<file path="src/rtl/fbtd_pkg.sv">
// Package for the factor-base trial division block.
// Holds shared widths, defaults and operation codes; no dependencies.
package fbtd_pkg;
    localparam int BASE_DEPTH_DEF  = 64;
    localparam int VALUE_WIDTH_DEF = 64;
    localparam int PRIME_W = 32;
    localparam int IDX_W   = 6;
    localparam int EXP_W   = 6;
    localparam int CNT_W   = 7;
    localparam int FIELD_W = 64;
    localparam logic OP_LOAD   = 1'b0;
    localparam logic OP_FACTOR = 1'b1;
endpackage

</file>
<file path="src/rtl/fbtd_if.sv">
// Valid/ready channel interfaces for the input and result transactions.
// Depends on fbtd_pkg for field widths.
interface fbtd_in_if;
    import fbtd_pkg::*;
    logic                valid;
    logic                ready;
    logic                operation;
    logic [IDX_W-1:0]    entry_index;
    logic [PRIME_W-1:0]  prime_value;
    logic signed [FIELD_W-1:0] value;
    modport source (output valid, operation, entry_index, prime_value, value, input ready);
    modport sink   (input valid, operation, entry_index, prime_value, value, output ready);
endinterface

interface fbtd_out_if;
    import fbtd_pkg::*;
    logic                valid;
    logic                ready;
    logic [IDX_W-1:0]    base_position;
    logic [EXP_W-1:0]    exponent;
    logic                last;
    logic signed [FIELD_W-1:0] cofactor;
    logic                smooth;
    logic                all_even;
    logic                zero_input;
    modport source (output valid, base_position, exponent, last, cofactor, smooth, all_even,
                    zero_input, input ready);
    modport sink   (input valid, base_position, exponent, last, cofactor, smooth, all_even,
                    zero_input, output ready);
endinterface

</file>
<file path="src/rtl/fbtd_divider.sv">
// Bit-serial restoring divider: magnitude by 32-bit prime, one quotient bit a cycle.
// Depends on fbtd_pkg.
module fbtd_divider #(
    parameter int VALUE_WIDTH = fbtd_pkg::VALUE_WIDTH_DEF
) (
    input  logic                        i_clk,
    input  logic                        i_rst_n,
    input  logic                        i_start,
    input  logic [VALUE_WIDTH-1:0]      i_dividend,
    input  logic [fbtd_pkg::PRIME_W-1:0] i_divisor,
    output logic                        o_done,
    output logic [VALUE_WIDTH-1:0]      o_quotient,
    output logic                        o_exact
);
    import fbtd_pkg::*;
    localparam int CW = $clog2(VALUE_WIDTH + 1);

    logic [VALUE_WIDTH-1:0] r_q, n_q;
    logic [PRIME_W:0]       r_rem, n_rem;
    logic [PRIME_W-1:0]     r_div;
    logic [CW-1:0]          r_cnt, n_cnt;
    logic                   r_busy, n_busy, r_done, n_done;
    logic [PRIME_W:0]       w_trial;
    logic [PRIME_W+1:0]     w_diff;

    always_comb begin
        w_trial = {r_rem[PRIME_W-1:0], r_q[VALUE_WIDTH-1]};
        w_diff  = {1'b0, w_trial} - {2'b00, r_div};
        n_q = r_q; n_rem = r_rem; n_cnt = r_cnt; n_busy = r_busy; n_done = 1'b0;
        if (i_start) begin
            n_q = i_dividend; n_rem = '0; n_cnt = CW'(VALUE_WIDTH); n_busy = 1'b1;
        end else if (r_busy) begin
            if (!w_diff[PRIME_W+1]) begin
                n_rem = w_diff[PRIME_W:0];
                n_q   = {r_q[VALUE_WIDTH-2:0], 1'b1};
            end else begin
                n_rem = w_trial;
                n_q   = {r_q[VALUE_WIDTH-2:0], 1'b0};
            end
            n_cnt = r_cnt - 1'b1;
            if (r_cnt == CW'(1)) begin
                n_busy = 1'b0; n_done = 1'b1;
            end
        end
    end

    always_ff @(posedge i_clk) begin
        if (!i_rst_n) begin
            r_busy <= 1'b0; r_done <= 1'b0; r_cnt <= '0;
        end else begin
            r_busy <= n_busy; r_done <= n_done; r_cnt <= n_cnt;
        end
        r_q <= n_q; r_rem <= n_rem;
        if (i_start) r_div <= i_divisor;
    end

    assign o_done     = r_done;
    assign o_quotient = r_q;
    assign o_exact    = (r_rem == '0);
endmodule

</file>
<file path="src/rtl/factor_base_trial_division.sv">
// Factor-base trial division: a load transaction writes one prime into the table; a factor
// transaction divides the value by each prime in use in turn and gives one result per entry.
// Each trial division is done by a bit-serial divider. An entry that is divided has its prime
// read from the table, is divided (exponent + 1) times and passes its result to the output
// register. An entry that is skipped (zero value, value already reduced to plus or minus one,
// or a prime below two) goes through the wait, read and emit states with no division. A
// result waits in the output register while the sink holds off, and the block stalls with it.
// One transaction is worked on at a time; loads are taken on every cycle while idle.
// Depends on fbtd_pkg, fbtd_if and fbtd_divider.
module factor_base_trial_division #(
    parameter int BASE_DEPTH  = fbtd_pkg::BASE_DEPTH_DEF,
    parameter int VALUE_WIDTH = fbtd_pkg::VALUE_WIDTH_DEF
) (
    input  logic                        i_clk,
    input  logic                        i_rst_n,
    input  logic                        i_cfg_we,
    input  logic [fbtd_pkg::CNT_W-1:0]  i_cfg_wdata,
    fbtd_in_if.sink                     in_ch,
    fbtd_out_if.source                  out_ch
);
    import fbtd_pkg::*;
    localparam int AW = (BASE_DEPTH > 1) ? $clog2(BASE_DEPTH) : 1;
    localparam int LIM = (BASE_DEPTH < 64) ? BASE_DEPTH : 64;

    typedef enum logic [2:0] {S_IDLE, S_READ, S_DIV, S_WAIT, S_EMIT} t_state;

    logic [PRIME_W-1:0] r_mem [BASE_DEPTH];
    logic [PRIME_W-1:0] r_prime;
    logic [CNT_W-1:0]   r_cfg;
    t_state             r_state;
    logic [CNT_W-1:0]   r_k, r_n;
    logic [VALUE_WIDTH-1:0] r_mag;
    logic [EXP_W-1:0]   r_exp;
    logic               r_neg, r_zero, r_stop, r_even;
    logic               r_ov;
    logic [IDX_W-1:0]   r_pos;
    logic [EXP_W-1:0]   r_oexp;
    logic               r_last, r_smooth, r_alleven, r_zin;
    logic signed [FIELD_W-1:0] r_cof;

    logic                   w_start, w_done, w_exact;
    logic [VALUE_WIDTH-1:0] w_quot, w_raw, w_mag_in, w_cof;
    logic [CNT_W-1:0]       w_n;
    logic                   w_one, w_fin, w_emit;

    fbtd_divider #(.VALUE_WIDTH(VALUE_WIDTH)) u_div (
        .i_clk(i_clk), .i_rst_n(i_rst_n), .i_start(w_start), .i_dividend(r_mag),
        .i_divisor(r_prime), .o_done(w_done), .o_quotient(w_quot), .o_exact(w_exact)
    );

    always_comb begin
        w_raw    = in_ch.value[VALUE_WIDTH-1:0];
        w_mag_in = w_raw[VALUE_WIDTH-1] ? (~w_raw + 1'b1) : w_raw;
        w_n = (r_cfg == '0) ? CNT_W'(1) : r_cfg;
        if (w_n > CNT_W'(LIM)) w_n = CNT_W'(LIM);
        w_one = (r_mag == VALUE_WIDTH'(1));
        w_fin = (r_k + 1'b1 == r_n);
        w_cof = r_neg ? (~r_mag + 1'b1) : r_mag;
        w_start = (r_state == S_READ) && !r_zero && !r_stop && (r_prime >= PRIME_W'(2));
        w_emit = (r_state == S_EMIT) && (!r_ov || out_ch.ready);
    end

    assign in_ch.ready = (r_state == S_IDLE);

    always_ff @(posedge i_clk) begin
        if (in_ch.valid && in_ch.ready && in_ch.operation == OP_LOAD
            && 32'(in_ch.entry_index) < 32'(BASE_DEPTH))
            r_mem[AW'(in_ch.entry_index)] <= in_ch.prime_value;
        if (r_state == S_WAIT)
            r_prime <= r_mem[AW'(r_k)];
    end

    always_ff @(posedge i_clk) begin
        if (!i_rst_n) begin
            r_state <= S_IDLE; r_cfg <= CNT_W'(1); r_ov <= 1'b0;
        end else begin
            if (i_cfg_we) r_cfg <= i_cfg_wdata;
            if (w_emit) r_ov <= 1'b1;
            else if (out_ch.ready) r_ov <= 1'b0;
            case (r_state)
                S_IDLE: begin
                    if (in_ch.valid && in_ch.operation == OP_FACTOR) begin
                        r_n <= w_n; r_k <= '0; r_mag <= w_mag_in;
                        r_neg <= w_raw[VALUE_WIDTH-1]; r_zero <= (w_raw == '0);
                        r_stop <= 1'b0; r_even <= 1'b1; r_exp <= '0;
                        r_state <= S_WAIT;
                    end
                end
                S_WAIT: r_state <= S_READ; // prime register loads for entry r_k
                S_READ: r_state <= w_start ? S_DIV : S_EMIT;
                S_DIV: begin
                    if (w_done) begin
                        if (w_exact) begin
                            r_mag <= w_quot; r_exp <= r_exp + 1'b1; r_state <= S_READ;
                        end else begin
                            r_state <= S_EMIT;
                        end
                    end
                end
                S_EMIT: begin
                    if (w_emit) begin
                        r_pos <= r_k[IDX_W-1:0]; r_oexp <= r_exp; r_last <= w_fin;
                        r_cof <= w_fin ? FIELD_W'($signed(w_cof)) : '0;
                        r_smooth <= w_fin && !r_zero && w_one;
                        r_alleven <= w_fin && !r_zero && !r_neg && r_even && !r_exp[0];
                        r_zin <= w_fin && r_zero;
                        if (r_exp[0]) r_even <= 1'b0;
                        if (!r_zero && w_one) r_stop <= 1'b1;
                        r_exp <= '0;
                        r_k <= r_k + 1'b1;
                        r_state <= w_fin ? S_IDLE : S_WAIT;
                    end
                end
                default: r_state <= S_IDLE;
            endcase
        end
    end

    assign out_ch.valid         = r_ov;
    assign out_ch.base_position = r_pos;
    assign out_ch.exponent      = r_oexp;
    assign out_ch.last          = r_last;
    assign out_ch.cofactor      = r_cof;
    assign out_ch.smooth        = r_smooth;
    assign out_ch.all_even      = r_alleven;
    assign out_ch.zero_input    = r_zin;
endmodule

</file>
<file path="src/flat_wrapper.sv">
// flat-port wrapper written by rule: the top's interface ports become plain ports
module factor_base_trial_division_flat import fbtd_pkg::*;
#(
    parameter int BASE_DEPTH  = fbtd_pkg::BASE_DEPTH_DEF,
    parameter int VALUE_WIDTH = fbtd_pkg::VALUE_WIDTH_DEF
)
  (i_clk, i_rst_n, i_cfg_we, i_cfg_wdata, in_ch_valid, in_ch_operation, in_ch_entry_index, in_ch_prime_value, in_ch_value, in_ch_ready, out_ch_valid, out_ch_base_position, out_ch_exponent, out_ch_last, out_ch_cofactor, out_ch_smooth, out_ch_all_even, out_ch_zero_input, out_ch_ready);
  fbtd_in_if in_ch_i ();
  fbtd_out_if out_ch_i ();
  input  logic i_clk;
  input  logic i_rst_n;
  input  logic i_cfg_we;
  input  logic [fbtd_pkg::CNT_W-1:0] i_cfg_wdata;
  input wire logic [$bits(in_ch_i.valid)-1:0] in_ch_valid;
  input wire logic [$bits(in_ch_i.operation)-1:0] in_ch_operation;
  input wire logic [$bits(in_ch_i.entry_index)-1:0] in_ch_entry_index;
  input wire logic [$bits(in_ch_i.prime_value)-1:0] in_ch_prime_value;
  input wire logic [$bits(in_ch_i.value)-1:0] in_ch_value;
  output wire logic [$bits(in_ch_i.ready)-1:0] in_ch_ready;
  output wire logic [$bits(out_ch_i.valid)-1:0] out_ch_valid;
  output wire logic [$bits(out_ch_i.base_position)-1:0] out_ch_base_position;
  output wire logic [$bits(out_ch_i.exponent)-1:0] out_ch_exponent;
  output wire logic [$bits(out_ch_i.last)-1:0] out_ch_last;
  output wire logic [$bits(out_ch_i.cofactor)-1:0] out_ch_cofactor;
  output wire logic [$bits(out_ch_i.smooth)-1:0] out_ch_smooth;
  output wire logic [$bits(out_ch_i.all_even)-1:0] out_ch_all_even;
  output wire logic [$bits(out_ch_i.zero_input)-1:0] out_ch_zero_input;
  input wire logic [$bits(out_ch_i.ready)-1:0] out_ch_ready;
  assign in_ch_i.valid = in_ch_valid;
  assign in_ch_i.operation = in_ch_operation;
  assign in_ch_i.entry_index = in_ch_entry_index;
  assign in_ch_i.prime_value = in_ch_prime_value;
  assign in_ch_i.value = in_ch_value;
  assign in_ch_ready = in_ch_i.ready;
  assign out_ch_valid = out_ch_i.valid;
  assign out_ch_base_position = out_ch_i.base_position;
  assign out_ch_exponent = out_ch_i.exponent;
  assign out_ch_last = out_ch_i.last;
  assign out_ch_cofactor = out_ch_i.cofactor;
  assign out_ch_smooth = out_ch_i.smooth;
  assign out_ch_all_even = out_ch_i.all_even;
  assign out_ch_zero_input = out_ch_i.zero_input;
  assign out_ch_i.ready = out_ch_ready;
  factor_base_trial_division #(.BASE_DEPTH(BASE_DEPTH), .VALUE_WIDTH(VALUE_WIDTH)) u_core (.i_clk(i_clk), .i_rst_n(i_rst_n), .i_cfg_we(i_cfg_we), .i_cfg_wdata(i_cfg_wdata), .in_ch(in_ch_i), .out_ch(out_ch_i));
endmodule
</file>
<file path="config.mk">
export PLATFORM = sky130hd
export DESIGN_NAME = factor_base_trial_division_flat
export DESIGN_NICKNAME = d
export VERILOG_FILES = /design/src/rtl/fbtd_pkg.sv /design/src/rtl/fbtd_if.sv /design/src/rtl/fbtd_divider.sv /design/src/rtl/factor_base_trial_division.sv /design/src/flat_wrapper.sv
export SDC_FILE = /design/constraint.sdc
export NUM_CORES = 2
export LEC_CHECK = 0
export BUFFER_PORTS_ARGS = -buffer_cell sky130_fd_sc_hd__buf_4
export CAP_MARGIN = 20
export CORE_UTILIZATION = 55
export DETAILED_ROUTE_END_ITERATION = 6
export PLACE_DENSITY_LB_ADDON = 0.12
export REMOVE_ABC_BUFFERS = 1
export SLEW_MARGIN = 10
export SYNTH_ARGS = -nofsm -noshare
export SYNTH_HDL_FRONTEND = slang
export SYNTH_SLANG_ARGS = --single-unit
</file>
<file path="constraint.sdc">
create_clock -name i_clk -period 33.6 [get_ports i_clk]
set_input_delay 5.04 -clock i_clk [delete_from_list [all_inputs] [get_ports i_clk]]
set_output_delay 5.04 -clock i_clk [all_outputs]
set_load 0.02 [all_outputs]
</file>
# ---- Word-level counts from Yosys, hierarchy flattened
# Memories as Yosys holds them, arrays and structs flattened. A register that Yosys moved wholly into a read port is not among the register bits.
# Index checks and enable logic that the tools add are counted.
dict set report op_classes {
  muxes 44
  bitwise_logic 5
  addsub 6
  reduce_logical 39
  n_lt_le_gt_ge 2
  eq_ne 13
}
# cell n
set ops {}
lappend ops {{$mux 64} 7}
lappend ops {{$add 64x1->64 const B} 2}
lappend ops {{$not 64->64} 2}
lappend ops {{$pmux 64 s2} 1}
lappend ops {{$eq 64x1->1 const B} 1}
lappend ops {{$logic_not 64->1} 1}
lappend ops {{$mux 7} 5}
lappend ops {{$sub 33x32->34} 1}
lappend ops {{$logic_not 33->1} 1}
lappend ops {{$mux 33} 1}
lappend ops {{$ge 32x2->1 const B} 1}
lappend ops {{$mux 6} 4}
lappend ops {{$pmux 6 s3} 1}
lappend ops {{$mux 1} 15}
lappend ops {{$mux 3} 5}
lappend ops {{$pmux 3 s5} 1}
lappend ops {{$reduce_and 5->1} 3}
lappend ops {{$logic_and 1x1->1} 14}
lappend ops {{$pmux 7 s2} 1}
lappend ops {{$reduce_and 3->1} 3}
lappend ops {{$ne 2x2->1 const B} 4}
lappend ops {{$reduce_bool 2->1} 4}
lappend ops {{$add 7x1->7 const B} 1}
lappend ops {{$eq 7x1->1 const B} 1}
lappend ops {{20 further kinds} 29}
dict set report totals {
  inputBits 115
  out_inout_bits 82
  register_bits 317
  ram_bits 2048
  word_cells 135
  memories 1
}
# memory depth width read_ports rd_ports_with_merged_regs wr line
set mem_list {}
lappend mem_list {u_core.r_mem 64 32 1 1 1 factor_base_trial_division.sv:27} ;# logic [PRIME_W-1:0] r_mem [BASE_DEPTH];

# ---- Depth between registers and ports, before layout
dict set report depth {
  ltp_word 6
  ltp_mapped 13
  ltp_nobuf 12
}

# ---- Hierarchy
# A second synthesis with hierarchy kept.
dict set report unflattened {
  cells_unflattened 4956
  hier_area_um2 95499.1
}
# mod seq_area_each_um2 instances cells_per_inst area_each_um2
set modules_own_cells {}
lappend modules_own_cells {factor_base_trial_division 67725.0 1 4267 87930.6}
lappend modules_own_cells {fbtd_divider 3723.6 1 689 7568.5}

# ---- Worst setup path before layout
# Ideal clock, no wire load.
dict set report synth_path {
  path_type {input -> register}
  from {input port i_rst_n}
  to {register u_core.r_mag[0] (enable)}
  t_arrival_ns 15.364
  path_slack_ns 17.407
  required_time_ns 32.771
  path_buffers 1
  setup_ns 0.829
  path_stages 3
  path_cell_list {clkbuf_1 -> nand2_1 -> a2111oi_0}
}
dict set report synth_via {
  elab_chain_len 1
}
# element line
set synth_lines {}
lappend synth_lines {{start: declaration} flat_wrapper.sv:11} ;# input logic i_rst_n;
lappend synth_lines {{$reduce_and 5->1 (no line)} --}
lappend synth_lines {{end signal: assignment} factor_base_trial_division.sv:83} ;# r_n <= w_n; r_k <= '0; r_mag <= w_mag_in;
lappend synth_lines {{end signal: assignment} factor_base_trial_division.sv:94} ;# r_mag <= w_quot; r_exp <= r_exp + 1'b1; r_state <= S_READ;
lappend synth_lines {{end: declaration} factor_base_trial_division.sv:32} ;# logic [VALUE_WIDTH-1:0] r_mag;
# No other way between the ends.
# A chain may end at the register's enable or synchronous reset.

# ---- Worst setup path in the final report
dict set report layout_path {
  from {input port in_ch_value[4]}
  to {register u_core.r_mag[60] (data pin)}
}
dict set report layout_via {
  elab_chain_len 5
}
# element line
set layout_lines {}
lappend layout_lines {{start: declaration} flat_wrapper.sv:18} ;# input wire logic [$bits(in_ch_i.value)-1:0] in_ch_value;
lappend layout_lines {{$not 64->64} factor_base_trial_division.sv:53} ;# w_mag_in = w_raw[VALUE_WIDTH-1] ? (~w_raw + 1'b1) : w_raw;
lappend layout_lines {{$add 64x1->64} factor_base_trial_division.sv:53}
lappend layout_lines {{$mux 64} factor_base_trial_division.sv:53}
lappend layout_lines {{$mux 64} factor_base_trial_division.sv:82} ;# if (in_ch.valid && in_ch.operation == OP_FACTOR) begin
lappend layout_lines {{$pmux 64 s2} factor_base_trial_division.sv:80} ;# case (r_state)
# No other way between the ends. The select of a mux whose other input is x is not followed.

==> run_results.csv <==
group,metric,value,unit
synthesis,post_synthesis_cell_area,95800,um^2
timing,setup_total_negative_slack,0,ns
cells_and_area,drive_gt1_share,26.81,%
clock_tree,clock_tree_from_tritoncts,"done",
global_routing,number_of_antenna_violations_at_the_first_check_in_global_routing,27,
clock_tree,cts.sinks,2397,
synthesis,synth_cells,4758,
timing,rsz0062_at_grt,"false",
die,core_area,172300,um^2
placement,post-dp-hpwl,127.6,mm
synthesis,synth_top_flop_cell,"edfxtp_1",
global_routing,groute.usage.overall,25.08,%
clock_tree,cts_htree_levels,4,
global_routing,grt_first_pass_wirelength,316.9,mm
critical_path,critical_path_buf_inv_count,1,
timing,final-hold-violation-count,0,
cells_and_area,most-common-layout-cells,"edfxtp_1, mux4_2, nand2_1",
synthesis,postSynthAreaPerCell,20.13,um^2
timing,relSlewSlack,21.16,%
timing,finalMaxSlewViolations,0,
routing,drt_pre_antenna_iters,6,
placement,port-buffer-count,196,
timing,timing.final.crit_share,23.24,%
synthesis,sequential_cell_area_fraction_in_the_yosys_report,74.58,%
die,floorplan.initialDensity,55.60,%
cells_and_area,fill_cells,11952,
clock_tree,max-clock-path-buffers,3,
timing,finalSetupViolations,0,
run,max_cap_violations,0,
critical_path,crit_chain,"buf_4 -> nor4_1 -> nand4b_1 -> nor3_1 -> nand4b_1 -> or4_1 -> o31ai_2 -> xor2_1 -> o21ai_1",
synthesis,synth_seq_cells,2397,
critical_path,worst-setup-path-type,"in2reg",
clock_tree,cts_setup_buffers,0,
synthesis,postSynth.asyncResetShare,0,%
routing,postRouteAntennaNets,0,
synthesis,synth-edff-count,2344,
critical_path,worstPathMaxFanout,5,
pwr,power_density,69.12,nW/um^2
routing,dr_total_vias,46723,
timing,finalWorstPathRequiredPeriod,7.808,ns
critical_path,worstSetupStartpointType,"input port",
synthesis,yosys.cell_types.count,73,
routing,postRouteWirelength,216.8,mm
clock_tree,hold_buffers,0,
pwr,vdd.ir_drop.worst,55.39,uV
timing,achievable-frequency,0.1281,GHz
clock_tree,cts.clk_slew.worst_paths,0.06,ns
routing,drc,0,
critical_path,critPathTopFamily,"simple AND/OR/NAND/NOR gates",
critical_path,crit_path_max_incr_delay,0.67,ns
die,num_io_pins,197,
routing,count_of_routing_violations_after_the_opening_detailed_route_iteration,4708,
critical_path,cpMaxStageDelayCell,"nor3_1",
placement,gp_routability_congestion,0.8318,
worst_hold_path,hold_path_class,"reg2reg",
die,fp.dieH,419.3,um
clock_tree,postCtsResizedCells,0,
clock_tree,cts_root_buf,"clkbuf_16",
clock_tree,clkLatencyLatePin,0.85,ns
routing,route.detailed.vias_per_inst,6.175,
critical_path,worst_ep_required_time,34.16,ns
outcome,outcome,"finished clean",
synthesis,synth.yosys.warnings,0,
critical_path,arrival,8.36,ns
pwr,power_leakage,34.29,nW
critical_path,critical_path.most_common_cell,"nand4b_1",
cells_and_area,final_nets,5202,
timing,clock_skew,0.02528,ns
clock_tree,cts_made_buffers,232,
global_routing,grt_start_max_net_pins,127,
global_routing,grt_overflow_total,0,
global_routing,number_of_global_route_vias_before_repair,46660,
cells_and_area,area.growth.synth_to_final,12.98,%
timing,worst_slew_pin_slew,1.179,ns
die,die_w,419.3,um
die,row_count,152,
die,die-area,175900,um^2
critical_path,crit_path_end_kind,"flip-flop",
cells_and_area,final_core_util,62.81,%
cells_and_area,leading_cell_type_in_the_layout_fill_and_taps_excluded,"edfxtp_1",
routing,drt-wirelength-per-cell,28.66,um
[power by group]
part	internal (mW)	total (mW)	switching, mW	leakage, nW
clock network	1.47	2.57	1.10	3.65
registers	3.41	3.49	0.0786	21.5
logic	0.600	1.42	0.817	9.13
total	5.48	7.48	2.00	34.3
[final cells by class]
cell class	instances	area, um^2	area share [%]
diodes	4	10.01	0.009248
clock buffers	285	6047	5.587
clock inverters	154	1490	1.377
inverters	50	190.2	0.1757
multi-input cells	2063	23750	21.94
flip-flops and latches	2397	71450	66.02
well taps	2310	2890	2.670
repair buffers	303	2407	2.224
[cell families after synthesis]
family          share of synthesized area (%)
mux                                     16.04
buf+inv                                 1.175
fa+ha+maj                              0.5303
compound gates                          2.278
flops                                   74.58
simple gates                            3.848
xor+xnor                                1.545
[flip-flops by register name (all words and copies together) (netlist names), 3 cells and up]
signal / cells
u_core.out_ch.cofactor: 64
u_core.u_div.o_quotient: 64
u_core.out_ch.base_position: 6
u_core.r_mem: 2048
u_core.u_div.r_div: 32
u_core.r_cfg: 7
u_core.out_ch.exponent: 6
u_core.r_state: 3
u_core.r_k: 7
u_core.u_div.r_cnt: 7
u_core.r_exp: 6
u_core.r_mag: 64
u_core.r_prime: 32
u_core.r_n: 7
u_core.u_div.r_rem: 33
[cells in the mapped netlist (16+ instances only)]
library cell,count,area (um^2)
nor3_1,22,110.1
a21o_1,16,120.1
clkbuf_1,200,750.7
inv_1,49,183.9
mux2i_1,22,220.2
nand4_1,16,100.1
buf_1,42,157.7
ha_1,39,488.0
xnor2_1,28,245.2
o21ai_0,129,645.6
mux4_2,672,15130
nor2b_1,19,118.9
nand3_1,36,180.2
a21oi_1,67,335.3
edfxtp_1,2344,70390
or3_1,26,162.7
nor4_1,29,181.4
xor2_1,141,1235
nor2_1,227,852.1
nand2_1,349,1310
dfxtp_1,53,1061
o31ai_1,36,270.3
[through the flow]
| step | instances | setup slack, ns | total power, mW | hold WS, ns | cell area [um^2] |
|---|---|---|---|---|---|
| after floorplan | 4510 | 10.11 | 4.956 | 0.4003 | 94860 |
| final | 7566 | 25.79 | 7.480 | 0.4238 | 108200 |
| after global placement | 7116 | 24.97 | 4.961 | 0.4026 | 100500 |
| after global routing | 7562 | 25.65 | 7.752 | 0.4377 | 108200 |
| after detailed placement | 7120 | 24.97 | 4.972 | 0.4062 | 100600 |
| after CTS | 7559 | 25.89 | 7.527 | 0.4199 | 108200 |
[final timing paths]
check | from | endpoint | slack, ns | depth (start not counted)
max | in_ch_value[4] | u_core.r_mag[60] | 25.79 | 9
min | u_core.r_prime[0] | u_core.u_div.r_div[0] | 0.42 | 0
max reg2reg | u_core.r_k[0] | u_core.r_prime[15] | 28.02 | 7
min reg2reg | u_core.r_prime[0] | u_core.u_div.r_div[0] | 0.42 | 0
[routing by layer]
metal | vias up | part of all wire, % | wire (um) | global-route usage [%]
li1 | 20120 | - | - | -
met1 | 24612 | 41 | 88910 | 35.14
met2 | 1661 | 49 | 106000 | 40.21
met3 | 314 | 7.8 | 16950 | 5.911
met4 | 16 | 2.2 | 4858 | 6.217
met5 | - | 0.064 | 138 | 0
[worst register-to-register path: cells and delay by family (launching register included)]
kind                   cells  cell delay, ns
buffers and inverters      4            3.01
flip-flops                 1            0.32
multiplexers               3            1.93
Note: power is estimated with default switching activity, not from simulation.
